File: src/rtl/uer_pkg.sv
// Shared types and constants for the ultrasonic echo ranger.
package uer_pkg;

    typedef enum logic [1:0] {
        PH_IDLE = 2'd0,
        PH_TRIG = 2'd1,
        PH_WAIT = 2'd2,
        PH_MEAS = 2'd3
    } phase_t;

    localparam int ADDR_W = 4;

    localparam logic [ADDR_W-1:0] REG_TRIG_LEN = 4'h0;
    localparam logic [ADDR_W-1:0] REG_TIMEOUT  = 4'h4;
    localparam logic [ADDR_W-1:0] REG_CM_SCALE = 4'h8;

    localparam logic [7:0]  TRIG_LEN_RST = 8'd10;
    localparam logic [19:0] TIMEOUT_RST  = 20'd500000;
    localparam logic [15:0] CM_SCALE_RST = 16'd1127;

    localparam logic [14:0] INCH_SCALE = 15'd25802;
    localparam logic [14:0] CM_MAX     = 15'h7FFF;
    localparam logic [12:0] INCH_MAX   = 13'h1FFF;

endpackage

File: src/rtl/ultrasonic_echo_ranger_top.sv
// Top level of the ultrasonic echo ranger: sequencer, distance pipeline, config port.
//
// One input item per microsecond tick: s_tdata[0] start_req, s_tdata[1] echo_level.
// One result item per input item on the m_ side, in order.
// A start request while idle drives the trigger for trigger_len_us ticks, then the
// echo high time is counted; wait and count share one timeout from the trigger end.
// On the finishing tick the width is scaled to cm (width*cm_scale>>16) and inches
// (cm*25802>>16); both are held until the next measurement finishes.
// Throughput: one item per cycle; the pipeline is input reg, sequencer,
// cm multiply, inch multiply, output reg.
// If the receiver stalls, the whole pipeline holds and s_tready drops in the
// same cycle; no item is lost or repeated.
// Reset: sequencer idle, counters and held distances zero, config registers at
// 10 / 500000 / 1127, pipeline empty.
// Config: APB at 0x0 trigger_len_us, 0x4 timeout_us, 0x8 cm_scale; write only
// while no item is in flight.
module ultrasonic_echo_ranger_top #(
    parameter int COUNT_BITS = 20
) (
    input  logic                       clk,
    input  logic                       rst_n,
    // s_tdata: [0] start_req, [1] echo_level, [7:2] zero
    input  logic                       s_tvalid,
    output logic                       s_tready,
    input  logic [7:0]                 s_tdata,
    // m_tdata: [0] trigger_out, [1] busy_res, [2] done_res, [3] timed_out,
    // [23:4] echo_width_us, [38:24] distance_cm, [51:39] distance_inch, [55:52] zero
    output logic                       m_tvalid,
    input  logic                       m_tready,
    output logic [55:0]                m_tdata,
    input  logic                       psel,
    input  logic                       penable,
    input  logic                       pwrite,
    input  logic [uer_pkg::ADDR_W-1:0] paddr,
    input  logic [31:0]                pwdata,
    output logic [31:0]                prdata,
    output logic                       pready
);
    import uer_pkg::*;

    localparam int CMP_W = (COUNT_BITS > 20) ? COUNT_BITS : 20;
    localparam int PW    = COUNT_BITS + 16;
    localparam logic [COUNT_BITS-1:0] CNT_MAX = {COUNT_BITS{1'b1}};

    // config registers
    logic [7:0]  trig_len_reg;
    logic [19:0] timeout_reg;
    logic [15:0] cm_scale_reg;
    logic        cfg_wr;

    assign pready = 1'b1;
    assign cfg_wr = psel && penable && pwrite && pready;

    always_ff @(posedge clk or negedge rst_n)
    begin
        if (!rst_n)
        begin
            trig_len_reg <= TRIG_LEN_RST;
            timeout_reg  <= TIMEOUT_RST;
            cm_scale_reg <= CM_SCALE_RST;
        end
        else if (cfg_wr)
        begin
            unique case (paddr)
                REG_TRIG_LEN: trig_len_reg <= pwdata[7:0];
                REG_TIMEOUT:  timeout_reg  <= pwdata[19:0];
                REG_CM_SCALE: cm_scale_reg <= pwdata[15:0];
                default: ;
            endcase
        end
    end

    always_comb
    begin
        unique case (paddr)
            REG_TRIG_LEN: prdata = {24'd0, trig_len_reg};
            REG_TIMEOUT:  prdata = {12'd0, timeout_reg};
            REG_CM_SCALE: prdata = {16'd0, cm_scale_reg};
            default:      prdata = 32'd0;
        endcase
    end

    // pipeline advance
    logic en;
    logic m_valid_reg;
    assign en       = !m_valid_reg || m_tready;
    assign s_tready = en;

    // stage 1: input register
    logic v1_reg, start1_reg, echo1_reg;

    always_ff @(posedge clk or negedge rst_n)
    begin
        if (!rst_n)
            v1_reg <= 1'b0;
        else if (en)
            v1_reg <= s_tvalid;
    end

    always_ff @(posedge clk)
    begin
        if (en)
        begin
            start1_reg <= s_tdata[0];
            echo1_reg  <= s_tdata[1];
        end
    end

    // stage 2: sequencer
    phase_t                phase_reg, phase_next;
    logic [7:0]            trig_cnt_reg, trig_cnt_next;
    logic [COUNT_BITS-1:0] elapsed_reg, elapsed_next;
    logic [COUNT_BITS-1:0] width_reg, width_next;
    logic                  trig_c, busy_c, done_c, tmo_c;
    logic [7:0]            trig_cnt_inc;

    always_comb
    begin
        phase_next    = phase_reg;
        trig_cnt_next = trig_cnt_reg;
        elapsed_next  = elapsed_reg;
        width_next    = width_reg;
        trig_c        = 1'b0;
        busy_c        = 1'b0;
        done_c        = 1'b0;
        tmo_c         = 1'b0;
        trig_cnt_inc  = 8'd0;

        if (phase_reg == PH_IDLE && start1_reg)
        begin
            phase_next    = PH_TRIG;
            trig_cnt_next = 8'd0;
        end

        unique case (phase_next)
            PH_TRIG:
            begin
                trig_c        = 1'b1;
                busy_c        = 1'b1;
                trig_cnt_inc  = (trig_cnt_next == 8'hFF) ? 8'hFF : trig_cnt_next + 8'd1;
                trig_cnt_next = trig_cnt_inc;
                if (trig_cnt_inc >= trig_len_reg)
                begin
                    phase_next   = PH_WAIT;
                    elapsed_next = '0;
                    width_next   = '0;
                end
            end
            PH_WAIT, PH_MEAS:
            begin
                busy_c = 1'b1;
                if (CMP_W'(elapsed_reg) >= CMP_W'(timeout_reg) || elapsed_reg == CNT_MAX)
                begin
                    done_c = 1'b1;
                    tmo_c  = 1'b1;
                end
                else if (echo1_reg)
                begin
                    width_next   = (width_reg == CNT_MAX) ? CNT_MAX :
                                   width_reg + COUNT_BITS'(1);
                    elapsed_next = elapsed_reg + COUNT_BITS'(1);
                    phase_next   = PH_MEAS;
                end
                else if (phase_reg == PH_MEAS)
                    done_c = 1'b1;
                else
                    elapsed_next = elapsed_reg + COUNT_BITS'(1);
                if (done_c)
                    phase_next = PH_IDLE;
            end
            default: ;
        endcase
    end

    always_ff @(posedge clk or negedge rst_n)
    begin
        if (!rst_n)
        begin
            phase_reg    <= PH_IDLE;
            trig_cnt_reg <= 8'd0;
            elapsed_reg  <= '0;
            width_reg    <= '0;
        end
        else if (en && v1_reg)
        begin
            phase_reg    <= phase_next;
            trig_cnt_reg <= trig_cnt_next;
            elapsed_reg  <= elapsed_next;
            width_reg    <= width_next;
        end
    end

    logic                  v2_reg, trig2_reg, busy2_reg, done2_reg, tmo2_reg;
    logic [COUNT_BITS-1:0] width2_reg;

    always_ff @(posedge clk or negedge rst_n)
    begin
        if (!rst_n)
            v2_reg <= 1'b0;
        else if (en)
            v2_reg <= v1_reg;
    end

    always_ff @(posedge clk)
    begin
        if (en)
        begin
            trig2_reg  <= trig_c;
            busy2_reg  <= busy_c;
            done2_reg  <= done_c;
            tmo2_reg   <= tmo_c;
            width2_reg <= width_next;
        end
    end

    // stage 3: width * cm_scale
    logic                  v3_reg, trig3_reg, busy3_reg, done3_reg, tmo3_reg;
    logic [19:0]           width3_reg;
    logic [PW-1:0]         prod3_reg;

    always_ff @(posedge clk or negedge rst_n)
    begin
        if (!rst_n)
            v3_reg <= 1'b0;
        else if (en)
            v3_reg <= v2_reg;
    end

    always_ff @(posedge clk)
    begin
        if (en)
        begin
            trig3_reg  <= trig2_reg;
            busy3_reg  <= busy2_reg;
            done3_reg  <= done2_reg;
            tmo3_reg   <= tmo2_reg;
            width3_reg <= 20'(CMP_W'(width2_reg));
            prod3_reg  <= PW'(width2_reg) * PW'(cm_scale_reg);
        end
    end

    // stage 4: cm saturate, cm * inch scale
    logic [COUNT_BITS-1:0] cm_raw;
    logic [14:0]           cm_sat;
    logic [14:0]           cm_hold_reg;
    logic                  v4_reg, trig4_reg, busy4_reg, done4_reg, tmo4_reg;
    logic [19:0]           width4_reg;
    logic [14:0]           cm4_reg;
    logic [29:0]           prod4_reg;

    assign cm_raw = prod3_reg[PW-1:16];
    assign cm_sat = (cm_raw > COUNT_BITS'(CM_MAX)) ? CM_MAX : cm_raw[14:0];

    always_ff @(posedge clk or negedge rst_n)
    begin
        if (!rst_n)
        begin
            v4_reg      <= 1'b0;
            cm_hold_reg <= 15'd0;
        end
        else if (en)
        begin
            v4_reg <= v3_reg;
            if (v3_reg && done3_reg)
                cm_hold_reg <= cm_sat;
        end
    end

    always_ff @(posedge clk)
    begin
        if (en)
        begin
            trig4_reg  <= trig3_reg;
            busy4_reg  <= busy3_reg;
            done4_reg  <= done3_reg;
            tmo4_reg   <= tmo3_reg;
            width4_reg <= width3_reg;
            cm4_reg    <= done3_reg ? cm_sat : cm_hold_reg;
            prod4_reg  <= 30'(cm_sat) * 30'(INCH_SCALE);
        end
    end

    // stage 5: inch saturate, output register
    logic [13:0] inch_raw;
    logic [12:0] inch_sat;
    logic [12:0] inch_hold_reg;
    logic [55:0] m_data_reg;

    assign inch_raw = prod4_reg[29:16];
    assign inch_sat = (inch_raw > 14'(INCH_MAX)) ? INCH_MAX : inch_raw[12:0];

    always_ff @(posedge clk or negedge rst_n)
    begin
        if (!rst_n)
        begin
            m_valid_reg   <= 1'b0;
            inch_hold_reg <= 13'd0;
        end
        else if (en)
        begin
            m_valid_reg <= v4_reg;
            if (v4_reg && done4_reg)
                inch_hold_reg <= inch_sat;
        end
    end

    always_ff @(posedge clk)
    begin
        if (en)
            m_data_reg <= {4'd0, (done4_reg ? inch_sat : inch_hold_reg), cm4_reg,
                           width4_reg, tmo4_reg, done4_reg, busy4_reg, trig4_reg};
    end

    assign m_tvalid = m_valid_reg;
    assign m_tdata  = m_data_reg;

`ifndef SYNTHESIS
    a_tmo_needs_done: assert property (@(posedge clk) disable iff (!rst_n)
        v2_reg && tmo2_reg |-> done2_reg)
        else $error("timeout flagged without done");

    a_done_needs_busy: assert property (@(posedge clk) disable iff (!rst_n)
        v2_reg && done2_reg |-> busy2_reg && !trig2_reg)
        else $error("done outside a measurement");

    a_out_from_pipe: assert property (@(posedge clk) disable iff (!rst_n)
        $rose(m_valid_reg) |-> $past(v4_reg))
        else $error("result without item in pipeline");

    a_idle_after_done: assert property (@(posedge clk) disable iff (!rst_n)
        en && v1_reg && done_c |=> phase_reg == PH_IDLE)
        else $error("sequencer not idle after done");
`endif

endmodule

File: config.mk
export PLATFORM = sky130hd
export DESIGN_NAME = ultrasonic_echo_ranger_top
export DESIGN_NICKNAME = d
export VERILOG_FILES = /design/src/rtl/uer_pkg.sv /design/src/rtl/ultrasonic_echo_ranger_top.sv
export SDC_FILE = /design/constraint.sdc
export NUM_CORES = 1
export LEC_CHECK = 0
export CORE_AREA = 2 2 227 229
export DETAILED_ROUTE_END_ITERATION = 10
export DIE_AREA = 0 0 229 231
export DONT_BUFFER_PORTS = 1
export GPL_TIMING_DRIVEN = 0
export PLACE_DENSITY = 0.67
export SYNTH_ARGS = -nofsm -noshare
export SYNTH_HDL_FRONTEND = slang
export SYNTH_SLANG_ARGS = --single-unit
File: constraint.sdc
create_clock -name clk -period 20.3 [get_ports clk]
set_clock_uncertainty 0.1 [all_clocks]
set_input_delay 3.045 -clock clk [delete_from_list [all_inputs] [get_ports clk]]
set_output_delay 3.045 -clock clk [all_outputs]
set_load 0.05 [all_outputs]
==> summary.txt <==
Status
  – Status: finished clean

Clock network
  – H-tree levels: 2
  – Clock sink count: approximately 300
  – Clk_lat worst skew: 580 ps
  – CTS Root Buffer Type: clkbuf_16
  – Setup bufs post-CTS: 0
  – Num CTS Buffers: 36
  – CTS resizes: 0
  – Clock Pin Slew Worst Setup and Hold Paths: around 60 ps
  – CTS tree: done
  – CTS Buffer Depth: 3
  – CTS Hold Bufs: 0

STA
  – RSZ-0062 raised after global routing: false
  – Fmax achieved: 122 MHz
  – Fin crit share: 40.5%
  – Worst slew pin tran: approximately 1300 ps
  – Fin Setup TNS: 0 ps
  – Final setup fails: 0
  – Min cycle time layout: 8220 ps
  – Final Hold Fails: 0
  – Fin. max-slew vios: 0
  – Final setup margin: 12080 ps
  – Slew headroom: 11.4%

Yosys
  – Mean Syn Cell Area: just over 10 sq um
  – EDFF count, synth: roughly 180
  – Ys async rst share: between 40% and 50%
  – Yosys reg bits: between 300 and 400
  – Yosys warnings: 0
  – Cell count after synthesis: between 2000 and 3000
  – Primary FF master, synth: edfxtp_1
  – Seq/Total Area, Yosys: around 32%
  – Synthesized area: 26100 sq um
  – Yosys cell types: between 70 and 80

Worst hold path
  – Worst hold path class: reg2reg
  – Hold path depth: 0

GRT
  – Vias in the first global route: between 15000 and 20000
  – Total track usage: about a quarter
  – Antenna violations before repair: 1
  – First-pass GRT wire length: around 100000 um
  – Total gr overflow: 0
  – Pin count of the biggest net entering global routing: 128

Die
  – Core ar.: a little over 50000 sq um
  – Full die area: roughly 53000 sq um
  – Die Y: 231 um
  – Starting Density: between 50% and 60%
  – Die X: 229 um
  – Ports: between 100 and 150
  – Rows: 83

Critical path
  – CP arrival: just over 5000 ps
  – CP startpoint kind: input port
  – Critical path class: in2out
  – CP required: between 15000 and 20000 ps
  – Reg2Reg Depth: 24
  – Crit-path max FO: 10
  – CP endpoint kind: primary output

Placement
  – DP Worst Slack: 11780 ps
  – Post-placement cell area: 27100 sq um
  – Final GP Congestion: 0.924
  – Final HPWL DP: slightly above 50000 um
  – PortBufs: 0

Drt
  – First-iteration detailed-routing DRC count: approximately 1200
  – Vias per cell: 5.58
  – Metal3 WL: 3870 um
  – Highest routed layer: met5
  – Final WL: 64800 um
  – Met1 WL: 26500 um
  – Routed met2 length: between 30000 and 40000 um
  – Residual DRC count: 0
  – DR vias: ~18000
  – Routed length per instance: between 15 and 20 um
  – Post-DRT Antenna Nets: 0
  – DR pass1 iterations: 5

Finish
  – Largest register FFs: between 50 and 60
  – # nets final: about 3200
  – # diodes: 0
  – Area grow syn2layout: 8.69%
  – Post-Route Utilization: 55.9%
  – Most common cell after layout, fill and taps aside: inv_1
  – Most frequent cells in the layout: inv_1, fa_1, nand2_1, ha_1, edfxtp_1
  – Share of cells above drive strength 1: between 4 and 5%
  – Final Cell Area: 28300 sq um

Flow run
  – Maxcap violations: 0
synthesized netlist by cell type (all sizes together), types with 3 or more instances:
cell | number | area share, %
o211ai | 14 | 0.40
a221oi | 3 | 0.10
o21ai | 90 | 1.7
a21oi | 120 | 2.3
and4 | 9 | 0.30
buf | 21 | 0.55
fa | 296 | 23
o31ai | 11 | 0.32
inv | 422 | 6.1
a311oi | 3 | 0.10
nor2b | 7 | 0.17
nand3 | 28 | 0.54
nor3b | 5 | 0.14
ha | 248 | 12
mux2i | 5 | 0.19
a21o | 31 | 0.89
and3 | 25 | 0.60
dfstp | 15 | 1.5
a2111oi | 7 | 0.24
nand2b | 12 | 0.29
nor4 | 7 | 0.17
o41ai | 4 | 0.13
o21a | 6 | 0.17
a222oi | 8 | 0.31
dfrtp | 112 | 11
o311ai | 5 | 0.20
nand4 | 23 | 0.55
clkbuf | 103 | 1.5
a22o | 20 | 0.67
o22ai | 3 | 0.072
nand2 | 291 | 4.2
o31a | 4 | 0.13
or4 | 4 | 0.13
or2 | 3 | 0.072
or3 | 7 | 0.17
edfxtp | 175 | 20
a31oi | 10 | 0.24
a211oi | 5 | 0.16
mux2 | 26 | 1.1
a41oi | 3 | 0.10
xnor2 | 33 | 1.1
nor3 | 14 | 0.27
nor2 | 145 | 2.1
xor2 | 12 | 0.40
and2 | 125 | 3.0
stage by stage:
step | hold WS [ps] | std cells
detailed placement | 305 | 3247
CTS | 319 | 3312
floorplan | 300 | 2564
finish | 317 | 3313
global placement | 302 | 3244
global route | 324 | 3313
kinds of logic (layout without fill, tap and decap cells):
group | Yosys count | count (layout) | synth area share, %
buffers and inverters | 546 | 615 | 8.11
AOI/OAI and AO/OA | 371 | 371 | 9.16
adders and majority gates | 544 | 544 | 34.6
other | 2 | 17 | 0.0288
and+or+nand+nor | 708 | 708 | 12.8
DFF | 302 | 302 | 32.4
xor gates and xnor gates | 45 | 45 | 1.51
muxes | 31 | 31 | 1.32
worst max-delay path, stage by stage:
cell and delay (ps):
nor3_1 350, and2_1 190, clkbuf_1 340, clkbuf_1 530, a22o_1 620
per-layer routing:
metal | vias to the layer above | GRT usage, %
met5 | - | 0
met2 | 644 | 42.8
met4 | 2 | 12.2
met3 | 189 | 4.24
li1 | 8454 | -
met1 | 9206 | 31.5
final cells by class:
type / instances / area [sq um]
Fill cell: 4434 / 22400
Inverter: 422 / 1580
Clock inverter: 15 / 244
Tap cell: 680 / 851
Sequential cell: 302 / 8450
Buffer: 124 / 534
Clock buffer: 50 / 1010
Timing Repair Buffer: 4 / 87.6
Multi-Input combinational cell: 1716 / 15600
worst paths after layout:
kind / from / slack (ps) / end
hold reg to reg: width3_reg[11] / 320 / width4_reg[11]
setup / recovery: paddr[1] / 12080 / prdata[8]
setup reg to reg: prod3_reg[33] / 12600 / prod4_reg[29]
max in group asynchronous: rst_n / 17710 / cm_scale_reg[2]
min in group asynchronous: rst_n / 2090 / cm_scale_reg[12]
hold / removal: width3_reg[11] / 320 / width4_reg[11]
Power is not shown: default switching activity piles up to over one toggle a cycle in this logic, so the estimate is an artifact.
